--- config.mk ---
export PLATFORM = sky130hd
export DESIGN_NAME = multicart_outer_bank_mapper_flat
export DESIGN_NICKNAME = d
export VERILOG_FILES = /design/src/design/mcobm_pkg.sv /design/src/design/mcobm_if.sv /design/src/design/multicart_outer_bank_mapper.sv /design/src/design/mcobm_regs.sv /design/src/design/mcobm_xlate.sv /design/src/flat_wrapper.sv
export SDC_FILE = /design/constraint.sdc
export NUM_CORES = 1
export LEC_CHECK = 0
export BUFFER_PORTS_ARGS = -buffer_cell sky130_fd_sc_hd__buf_2
export CORE_UTILIZATION = 25
export DETAILED_ROUTE_END_ITERATION = 8
export GPL_TIMING_DRIVEN = 0
export MAX_ROUTING_LAYER = met4
export PLACE_DENSITY_LB_ADDON = 0.08
export SLEW_MARGIN = 25
export SYNTH_ARGS = -nofsm -noshare
export SYNTH_HDL_FRONTEND = slang
export SYNTH_SLANG_ARGS = --single-unit
--- constraint.sdc ---
create_clock -name clk -period 4.6 [get_ports clk]
set_input_delay 0.92 -clock clk [delete_from_list [all_inputs] [get_ports clk]]
set_output_delay 0.92 -clock clk [all_outputs]
set_load 0.02 [all_outputs]
--- src/design/mcobm_pkg.sv ---
// Package for the multicart outer-bank mapper: request and result types,
// request kinds, banking modes and the fixed masks used by the translation.
// No dependencies.
`default_nettype none

package mcobm_pkg;

  // Request kinds carried in the kind field.
  typedef enum logic [1:0] {
    KIND_WRITE = 2'd0,
    KIND_PRG   = 2'd1,
    KIND_CHR   = 2'd2,
    KIND_NONE  = 2'd3
  } kind_t;

  // Banking modes held in bits 7:6 of outer register 0.
  localparam logic [1:0] MODE_HALF  = 2'b10;
  localparam logic [1:0] MODE_SMALL = 2'b11;

  // Fixed masks and bit positions.
  localparam logic [7:0] MASK_PRG_WIDE  = 8'h3F;
  localparam logic [7:0] MASK_PRG_HALF  = 8'h1F;
  localparam logic [7:0] MASK_PRG_SMALL = 8'h0F;
  localparam logic [7:0] MASK_CHR_SMALL = 8'h7F;
  localparam logic [7:0] MASK_CHR_WIDE  = 8'hFF;
  localparam logic [7:0] MASK_CHR_FIXED = 8'h0F;
  localparam logic [7:0] MASK_BIG_OR    = 8'h0E;
  localparam logic [7:0] BIT_LOCK       = 8'h80;
  localparam logic [7:0] BIT_BIG        = 8'h10;

  // Upper address nibble of the register window.
  localparam logic [3:0] WINDOW_NIBBLE = 4'h6;

  // One request as held in the input register.
  typedef struct packed {
    logic [1:0]  kind;
    logic [15:0] address;
    logic [7:0]  value;
    logic        ram_enabled;
  } item_t;

  // One result as held in the result register.
  typedef struct packed {
    logic [15:0] map_address;
    logic [10:0] prg_bank;
    logic [7:0]  chr_bank;
    logic        chr_whole_8k;
    logic        ram_write;
    logic [7:0]  ram_data;
    logic        reg_loaded;
  } result_t;

  // The four outer registers as seen by the translation logic.
  typedef struct packed {
    logic [7:0] r0;
    logic [7:0] r1;
    logic [7:0] r2;
    logic [7:0] r3;
  } outer_t;

  // Load of one outer register.
  typedef struct packed {
    logic       en;
    logic [1:0] idx;
    logic [7:0] data;
  } reg_wr_t;

endpackage

`default_nettype wire

--- src/design/mcobm_if.sv ---
// Handshake interfaces for the request and result channels of the mapper.
// No dependencies.
`default_nettype none

interface mcobm_req_if;
  logic        valid;
  logic        ready;
  logic [1:0]  kind;
  logic [15:0] address;
  logic [7:0]  value;
  logic        ram_enabled;

  modport source (output valid, kind, address, value, ram_enabled, input ready);
  modport sink   (input valid, kind, address, value, ram_enabled, output ready);
endinterface

interface mcobm_res_if;
  logic        valid;
  logic        ready;
  logic [15:0] map_address;
  logic [10:0] prg_bank;
  logic [7:0]  chr_bank;
  logic        chr_whole_8k;
  logic        ram_write;
  logic [7:0]  ram_data;
  logic        reg_loaded;

  modport source (output valid, map_address, prg_bank, chr_bank, chr_whole_8k,
                  ram_write, ram_data, reg_loaded, input ready);
  modport sink   (input valid, map_address, prg_bank, chr_bank, chr_whole_8k,
                  ram_write, ram_data, reg_loaded, output ready);
endinterface

`default_nettype wire

--- src/design/multicart_outer_bank_mapper.sv ---
// Top level of the multicart outer-bank mapper: input register, translation
// and result register. Depends on mcobm_pkg, mcobm_if, mcobm_regs, mcobm_xlate.
//
//   Channel  Dir  Carries
//   cmd      in   kind, address, value, ram_enabled
//   res      out  map_address, prg_bank, chr_bank, chr_whole_8k,
//                 ram_write, ram_data, reg_loaded
//
// A request accepted into the input register is translated and enters the result
// register, from which it is offered on res. One request is accepted per cycle
// while the result register can take it; the translation between the two
// registers is a single pass.
// Reset clears the outer registers and both valid flags.
// A stalled result holds the result register, and the input register then
// holds its request; cmd.ready drops only when both are full and the result
// is stalled.
`default_nettype none

module multicart_outer_bank_mapper
  import mcobm_pkg::*;
(
  input  wire logic   clk,
  input  wire logic   rst,
  mcobm_req_if.sink   cmd,
  mcobm_res_if.source res
);

  item_t   item;
  logic    item_valid;
  result_t result;
  logic    result_valid;
  result_t xl_res;
  reg_wr_t xl_wr;
  reg_wr_t reg_wr;
  outer_t  outer;
  logic    result_load;
  logic    item_load;

  // Flow control: the result register takes a request when empty or drained.
  assign result_load = item_valid && (!result_valid || res.ready);
  assign cmd.ready   = !item_valid || result_load;
  assign item_load   = cmd.valid && cmd.ready;

  // Input register.
  always_ff @(posedge clk) begin
    if (rst) begin
      item_valid <= 1'b0;
    end else if (cmd.ready) begin
      item_valid <= cmd.valid;
    end
  end

  always_ff @(posedge clk) begin
    if (item_load) begin
      item.kind        <= cmd.kind;
      item.address     <= cmd.address;
      item.value       <= cmd.value;
      item.ram_enabled <= cmd.ram_enabled;
    end
  end

  mcobm_xlate u_xlate (
    .item  (item),
    .outer (outer),
    .res   (xl_res),
    .wr    (xl_wr)
  );

  // Registers change only when the request moves into the result register.
  always_comb begin
    reg_wr    = xl_wr;
    reg_wr.en = xl_wr.en && result_load;
  end

  mcobm_regs u_regs (
    .clk   (clk),
    .rst   (rst),
    .wr    (reg_wr),
    .outer (outer)
  );

  // Result register.
  always_ff @(posedge clk) begin
    if (rst) begin
      result_valid <= 1'b0;
    end else if (result_load) begin
      result_valid <= 1'b1;
    end else if (res.ready) begin
      result_valid <= 1'b0;
    end
  end

  always_ff @(posedge clk) begin
    if (result_load) begin
      result <= xl_res;
    end
  end

  assign res.valid        = result_valid;
  assign res.map_address  = result.map_address;
  assign res.prg_bank     = result.prg_bank;
  assign res.chr_bank     = result.chr_bank;
  assign res.chr_whole_8k = result.chr_whole_8k;
  assign res.ram_write    = result.ram_write;
  assign res.ram_data     = result.ram_data;
  assign res.reg_loaded   = result.reg_loaded;

endmodule

`default_nettype wire

--- src/design/mcobm_regs.sv ---
// Outer register file of the mapper: four 8-bit registers, cleared at reset.
// Depends on mcobm_pkg.
`default_nettype none

module mcobm_regs
  import mcobm_pkg::*;
(
  input  wire logic    clk,
  input  wire logic    rst,
  input  wire reg_wr_t wr,
  output outer_t       outer
);

  logic [7:0] regs [4];

  // Load one register per accepted window write that is a register load.
  always_ff @(posedge clk) begin
    if (rst) begin
      regs[0] <= '0;
      regs[1] <= '0;
      regs[2] <= '0;
      regs[3] <= '0;
    end else if (wr.en) begin
      regs[wr.idx] <= wr.data;
    end
  end

  assign outer.r0 = regs[0];
  assign outer.r1 = regs[1];
  assign outer.r2 = regs[2];
  assign outer.r3 = regs[3];

endmodule

`default_nettype wire

--- src/design/mcobm_xlate.sv ---
// Translation logic of the mapper: turns one registered request and the
// current outer registers into a result and a register load.
// Depends on mcobm_pkg.
`default_nettype none

module mcobm_xlate
  import mcobm_pkg::*;
(
  input  wire item_t  item,
  input  wire outer_t outer,
  output result_t     res,
  output reg_wr_t     wr
);

  logic [1:0]  mode;
  logic        big;
  logic        locked;
  logic        in_window;
  logic [7:0]  base;
  logic [7:0]  prg_mask;
  logic [7:0]  big_bits;
  logic [11:0] prg_full;

  assign mode      = outer.r0[7:6];
  assign big       = (outer.r3 & BIT_BIG) != 8'h00;
  assign locked    = (outer.r3 & BIT_LOCK) != 8'h00;
  assign in_window = item.address[15:12] == WINDOW_NIBBLE;

  // Scrambled outer base from registers 0 and 1.
  assign base = {outer.r0[5:4], outer.r1[3:2], outer.r1[4], outer.r0[2:0]};

  // Inner bank mask by mode; mode 1 behaves as mode 0.
  always_comb begin
    case (mode)
      MODE_HALF:  prg_mask = MASK_PRG_HALF;
      MODE_SMALL: prg_mask = big ? {6'b0, outer.r1[1], 1'b1} : MASK_PRG_SMALL;
      default:    prg_mask = MASK_PRG_WIDE;
    endcase
  end

  // Extra bank bits from register 3 in the large mode.
  assign big_bits = big ? (outer.r3 & (MASK_BIG_OR ^ {6'b0, outer.r1[1], 1'b0})) : 8'h00;
  assign prg_full = {base, 4'b0} | {4'b0, item.value & prg_mask} | {4'b0, big_bits};

  // Result and register load by request kind.
  always_comb begin
    res             = '0;
    wr              = '0;
    res.map_address = item.address;
    case (item.kind)
      KIND_WRITE: begin
        if (in_window) begin
          if (item.ram_enabled) begin
            res.ram_write = 1'b1;
            res.ram_data  = item.value;
          end else if (!locked) begin
            wr.en          = 1'b1;
            wr.idx         = item.address[1:0];
            wr.data        = item.value;
            res.reg_loaded = 1'b1;
          end
        end
      end
      KIND_PRG: begin
        res.prg_bank = prg_full[10:0];
      end
      KIND_CHR: begin
        if (big) begin
          res.chr_bank     = outer.r2 & MASK_CHR_FIXED;
          res.chr_whole_8k = 1'b1;
        end else begin
          res.chr_bank = item.value &
                         ((mode == MODE_SMALL) ? MASK_CHR_SMALL : MASK_CHR_WIDE);
        end
      end
      default: begin
      end
    endcase
  end

endmodule

`default_nettype wire

--- src/flat_wrapper.sv ---
// flat-port wrapper written by rule: the top's interface ports become plain ports
module multicart_outer_bank_mapper_flat import mcobm_pkg::*;
  (clk, rst, cmd_valid, cmd_kind, cmd_address, cmd_value, cmd_ram_enabled, cmd_ready, res_valid, res_map_address, res_prg_bank, res_chr_bank, res_chr_whole_8k, res_ram_write, res_ram_data, res_reg_loaded, res_ready);
  mcobm_req_if cmd_i ();
  mcobm_res_if res_i ();
  input  wire logic clk;
  input  wire logic rst;
  input wire logic [$bits(cmd_i.valid)-1:0] cmd_valid;
  input wire logic [$bits(cmd_i.kind)-1:0] cmd_kind;
  input wire logic [$bits(cmd_i.address)-1:0] cmd_address;
  input wire logic [$bits(cmd_i.value)-1:0] cmd_value;
  input wire logic [$bits(cmd_i.ram_enabled)-1:0] cmd_ram_enabled;
  output wire logic [$bits(cmd_i.ready)-1:0] cmd_ready;
  output wire logic [$bits(res_i.valid)-1:0] res_valid;
  output wire logic [$bits(res_i.map_address)-1:0] res_map_address;
  output wire logic [$bits(res_i.prg_bank)-1:0] res_prg_bank;
  output wire logic [$bits(res_i.chr_bank)-1:0] res_chr_bank;
  output wire logic [$bits(res_i.chr_whole_8k)-1:0] res_chr_whole_8k;
  output wire logic [$bits(res_i.ram_write)-1:0] res_ram_write;
  output wire logic [$bits(res_i.ram_data)-1:0] res_ram_data;
  output wire logic [$bits(res_i.reg_loaded)-1:0] res_reg_loaded;
  input wire logic [$bits(res_i.ready)-1:0] res_ready;
  assign cmd_i.valid = cmd_valid;
  assign cmd_i.kind = cmd_kind;
  assign cmd_i.address = cmd_address;
  assign cmd_i.value = cmd_value;
  assign cmd_i.ram_enabled = cmd_ram_enabled;
  assign cmd_ready = cmd_i.ready;
  assign res_valid = res_i.valid;
  assign res_map_address = res_i.map_address;
  assign res_prg_bank = res_i.prg_bank;
  assign res_chr_bank = res_i.chr_bank;
  assign res_chr_whole_8k = res_i.chr_whole_8k;
  assign res_ram_write = res_i.ram_write;
  assign res_ram_data = res_i.ram_data;
  assign res_reg_loaded = res_i.reg_loaded;
  assign res_i.ready = res_ready;
  multicart_outer_bank_mapper u_core (.clk(clk), .rst(rst), .cmd(cmd_i), .res(res_i));
endmodule
==> impl_metrics.ini <==
[outcome]
run_status = complete, no violations

[detailed_routing]
dr.pass1.iters = 4
remaining_antenna_violation_count = 0
drc_errors = 0
routed-via-count = 1865
mean_routed_wirelength_per_cell_microns = 14.6
drt_iter0_markers = 108
route.detailed.vias_per_inst = 3.99
route.final.wire_length_mm = 6.85

[setup_path]
critical_path_arrival_ns = 1.63
slowest_library_cell_on_the_worst_path = nor2b_1
worst_setup_path_start_kind = input pin
critical-path-max-stage-delay_ns = 0.28
cells_traversed_along_the_worst_timing_path = buf_2 > nor2b_1 > nand2_1 > buf_2
crit_required_ns = 3.68
most_repeated_library_cell_on_the_critical_path = buf_2
type_of_the_setup_path_with_the_least_slack = in2out
worst_setup_slack_for_register_to_register_paths_ns = 2.52
crit_path_max_fanout = 3
reg2reg_depth = 3
crit-reg2reg-launch = u_core.item[21]
worstSetupEndpointType = output port
reg2reg_to = u_core.u_regs.regs[3][4]

[grt]
initial_antenna_violation_count = 0
grt_first_pass_wirelength_mm = 10.9
grt_start_max_net_pins = 47
grt_residual_overflow = 0
grt_pass1_vias = 1979
grtUsageTotal_pct = 11.0

[placed_design]
gp_congestion = 0.707
dpl_worst_slack_ns = 2.06
place_hpwl_mm = 4.68
port-buffer-count = 78

[min_path]
timing.hold.worst_path_depth = 0
hp-start = u_core.item[20]
min-delay-path-class = reg2reg
timing.hold.worst_endpoint = u_core.res.map_address[11]

[timing]
worst_pin_slew_ns = 0.839
fin_skew_ns = 0.00762
finalHoldViolCount = 0
grt_setup_unrepaired = no
timing.final.crit_period_ns = 2.55
fmax_mhz = 392
max-slew-margin-rel_pct = 43.6
setup_slack_ns = 2.05
totalNegativeSetupSlack_ns = 0
drv_slew = 0
layout_worst_path_cycle_share_pct = 55.4
setup_violations = 0

[final_layout]
post_route_core_utilization_pct = 32.9
final_layout_size_suffix_gt1_share_pct = 37.7
final_nets = 319
antenna_cells_inserted = 0
area_growth_pct = 27.6

[synthesis]
synthesis.instances = 197
synth_top_area_share_pct = 80.6
syn_area_per_cell_sq_um = 17.4
seq_area_frac_synth_pct = 81.7
synthDistinctLibCells = 30
yosys.area.top_type = edfxtp_1
synthesis_warning_total = 0
post_synth_instance_area_sq_um = 3430
synth.ff_latch_count = 94
synth_nets = 228
synth_area_leaders = edfxtp_1, and2_1, nor3_1

[cts]
htree_num_levels = 3
cts.repair_timing.setup_buffer_count = 0
tritoncts_clock_tree = yes
cts.path.max_buffers = 2
clkTransAtPathRegs_ns = 0.06
clock_sinks = 94
cts_hold_buf = 0
cts_root_buf = clkbuf_16
worstSkewPairLatency_ns = 0.34
numCtsBuffers = 9
post_cts_resized = 0

[floorplan]
io-pin-count = 79
die-area_sq_um = 14200
core_region_area_sq_um = 13300
die-width_microns = 119
rows = 42
die-height_microns = 119
initial_core_util_pct = 25.8

[power_and_ir_drop]
ir_drop_v = 0.000181
power.leakage_nw = 1.61
power_density_nw_per_um2 = 419

[job]
timing.max_cap.violations = 0
## report_power, final
group / switching (mW) / leakage (nW) / internal [mW]
clock: 0.306 / 0.139 / 0.418
combinational: 0.0701 / 0.568 / 0.0356
sequential: 0.0178 / 0.906 / 0.984
total: 0.394 / 1.61 / 1.44
## state kept, by name, summed over array words and instances (netlist names), 8 cells and up
register                count
u_core.res.ram_data         8
u_core.res.prg_bank        11
u_core.res.chr_bank         8
u_core.item                27
u_core.u_regs.regs         19
u_core.res.map_address     16
## stage by stage
stage	cells	total power, mW	hold slack (ns)	cell area (sq um)
5_1_grt	468	1.91	0.425	4380
3_3_place_gp	451	1.13	0.400	4040
6_report	468	1.83	0.418	4380
2_1_floorplan	197	1.08	0.400	3430
3_5_place_dp	453	1.13	0.405	4090
4_1_cts	468	1.86	0.421	4380
## critical path: cells and delay by family
family	cells	cell delay [ns]
and+or+nand+nor	2	0.42
buffers and inverters	2	0.29
## placed cells by master, fill, tap and decap left out, drive strengths merged, types with 2 or more instances in the layout
cell    count
a21oi       5
o31ai       3
a22o        4
clkinv      3
nor2b       3
clkbuf     12
and2       17
edfxtp     92
buf        82
nor3       19
dfxtp       2
or2         2
nand2b      4
inv        11
nand2       5
nor2       11
a22oi       2
nand3       4
and3        2
## layout make-up
cell class	count	area, sq um
multi-input combinational	89	587
tap	176	220
buffer	3	20.0
inverter	11	41.3
timing repair buffer	80	423
sequential	94	2800
clock inverter	4	48.8
clock buffer	11	233
fill	1298	8920
## synth_stat cells
cell and instances:
nor2b_1 3, o21ai_0 1, nand2b_1 4, and3b_1 1
inv_1 11, nor2_1 10, buf_2 1, nor2_2 1
and2_1 17, nand3b_1 1, or2_4 1, a22oi_1 2
nand2_1 5, o41ai_1 1, a21oi_1 5, nor3b_2 1
nor3_1 14, clkbuf_1 1, nand4_4 1, and3_1 2
edfxtp_1 92, nor3_2 5, o31ai_1 3, and4bb_2 1
a22o_1 4, or3_4 1, buf_6 1, or2_2 1
dfxtp_1 2, nand3_1 4
## layer usage
layer  share of wire, %  wire length, microns  global-route usage (%)  vias up
met1                 49                  3370                    14.1      880
met3                5.3                   366                    4.07        6
met4                1.2                    85                    4.51        0
met2                 44                  3030                    15.4       57
li1                   -                     -                       -      922
met5                  0                     0                       -        -
## worst max path at each step
stage / from / to / slack [ns] / cells after the start
6_report: res_ready / cmd_ready / 2.05 / 4
5_1_grt: res_ready / cmd_ready / 1.99 / 4
4_1_cts: res_ready / cmd_ready / 2.05 / 4
3_5_place_dp: res_ready / cmd_ready / 2.06 / 4
3_3_place_gp: res_ready / u_core.item[5] / 0.81 / 3
2_1_floorplan: res_ready / u_core.item[0] / 1.83 / 2
## logic make-up (layout without fill, tap and decap cells)
| family | after synthesis | after routing | share of synthesized area, % |
|---|---|---|---|
| compound gates | 16 | 16 | 3.25 |
| flops | 94 | 94 | 81.7 |
| simple gates | 73 | 73 | 13.2 |
| buf+inv | 14 | 109 | 1.79 |
(Power assumes the default switching activity.)
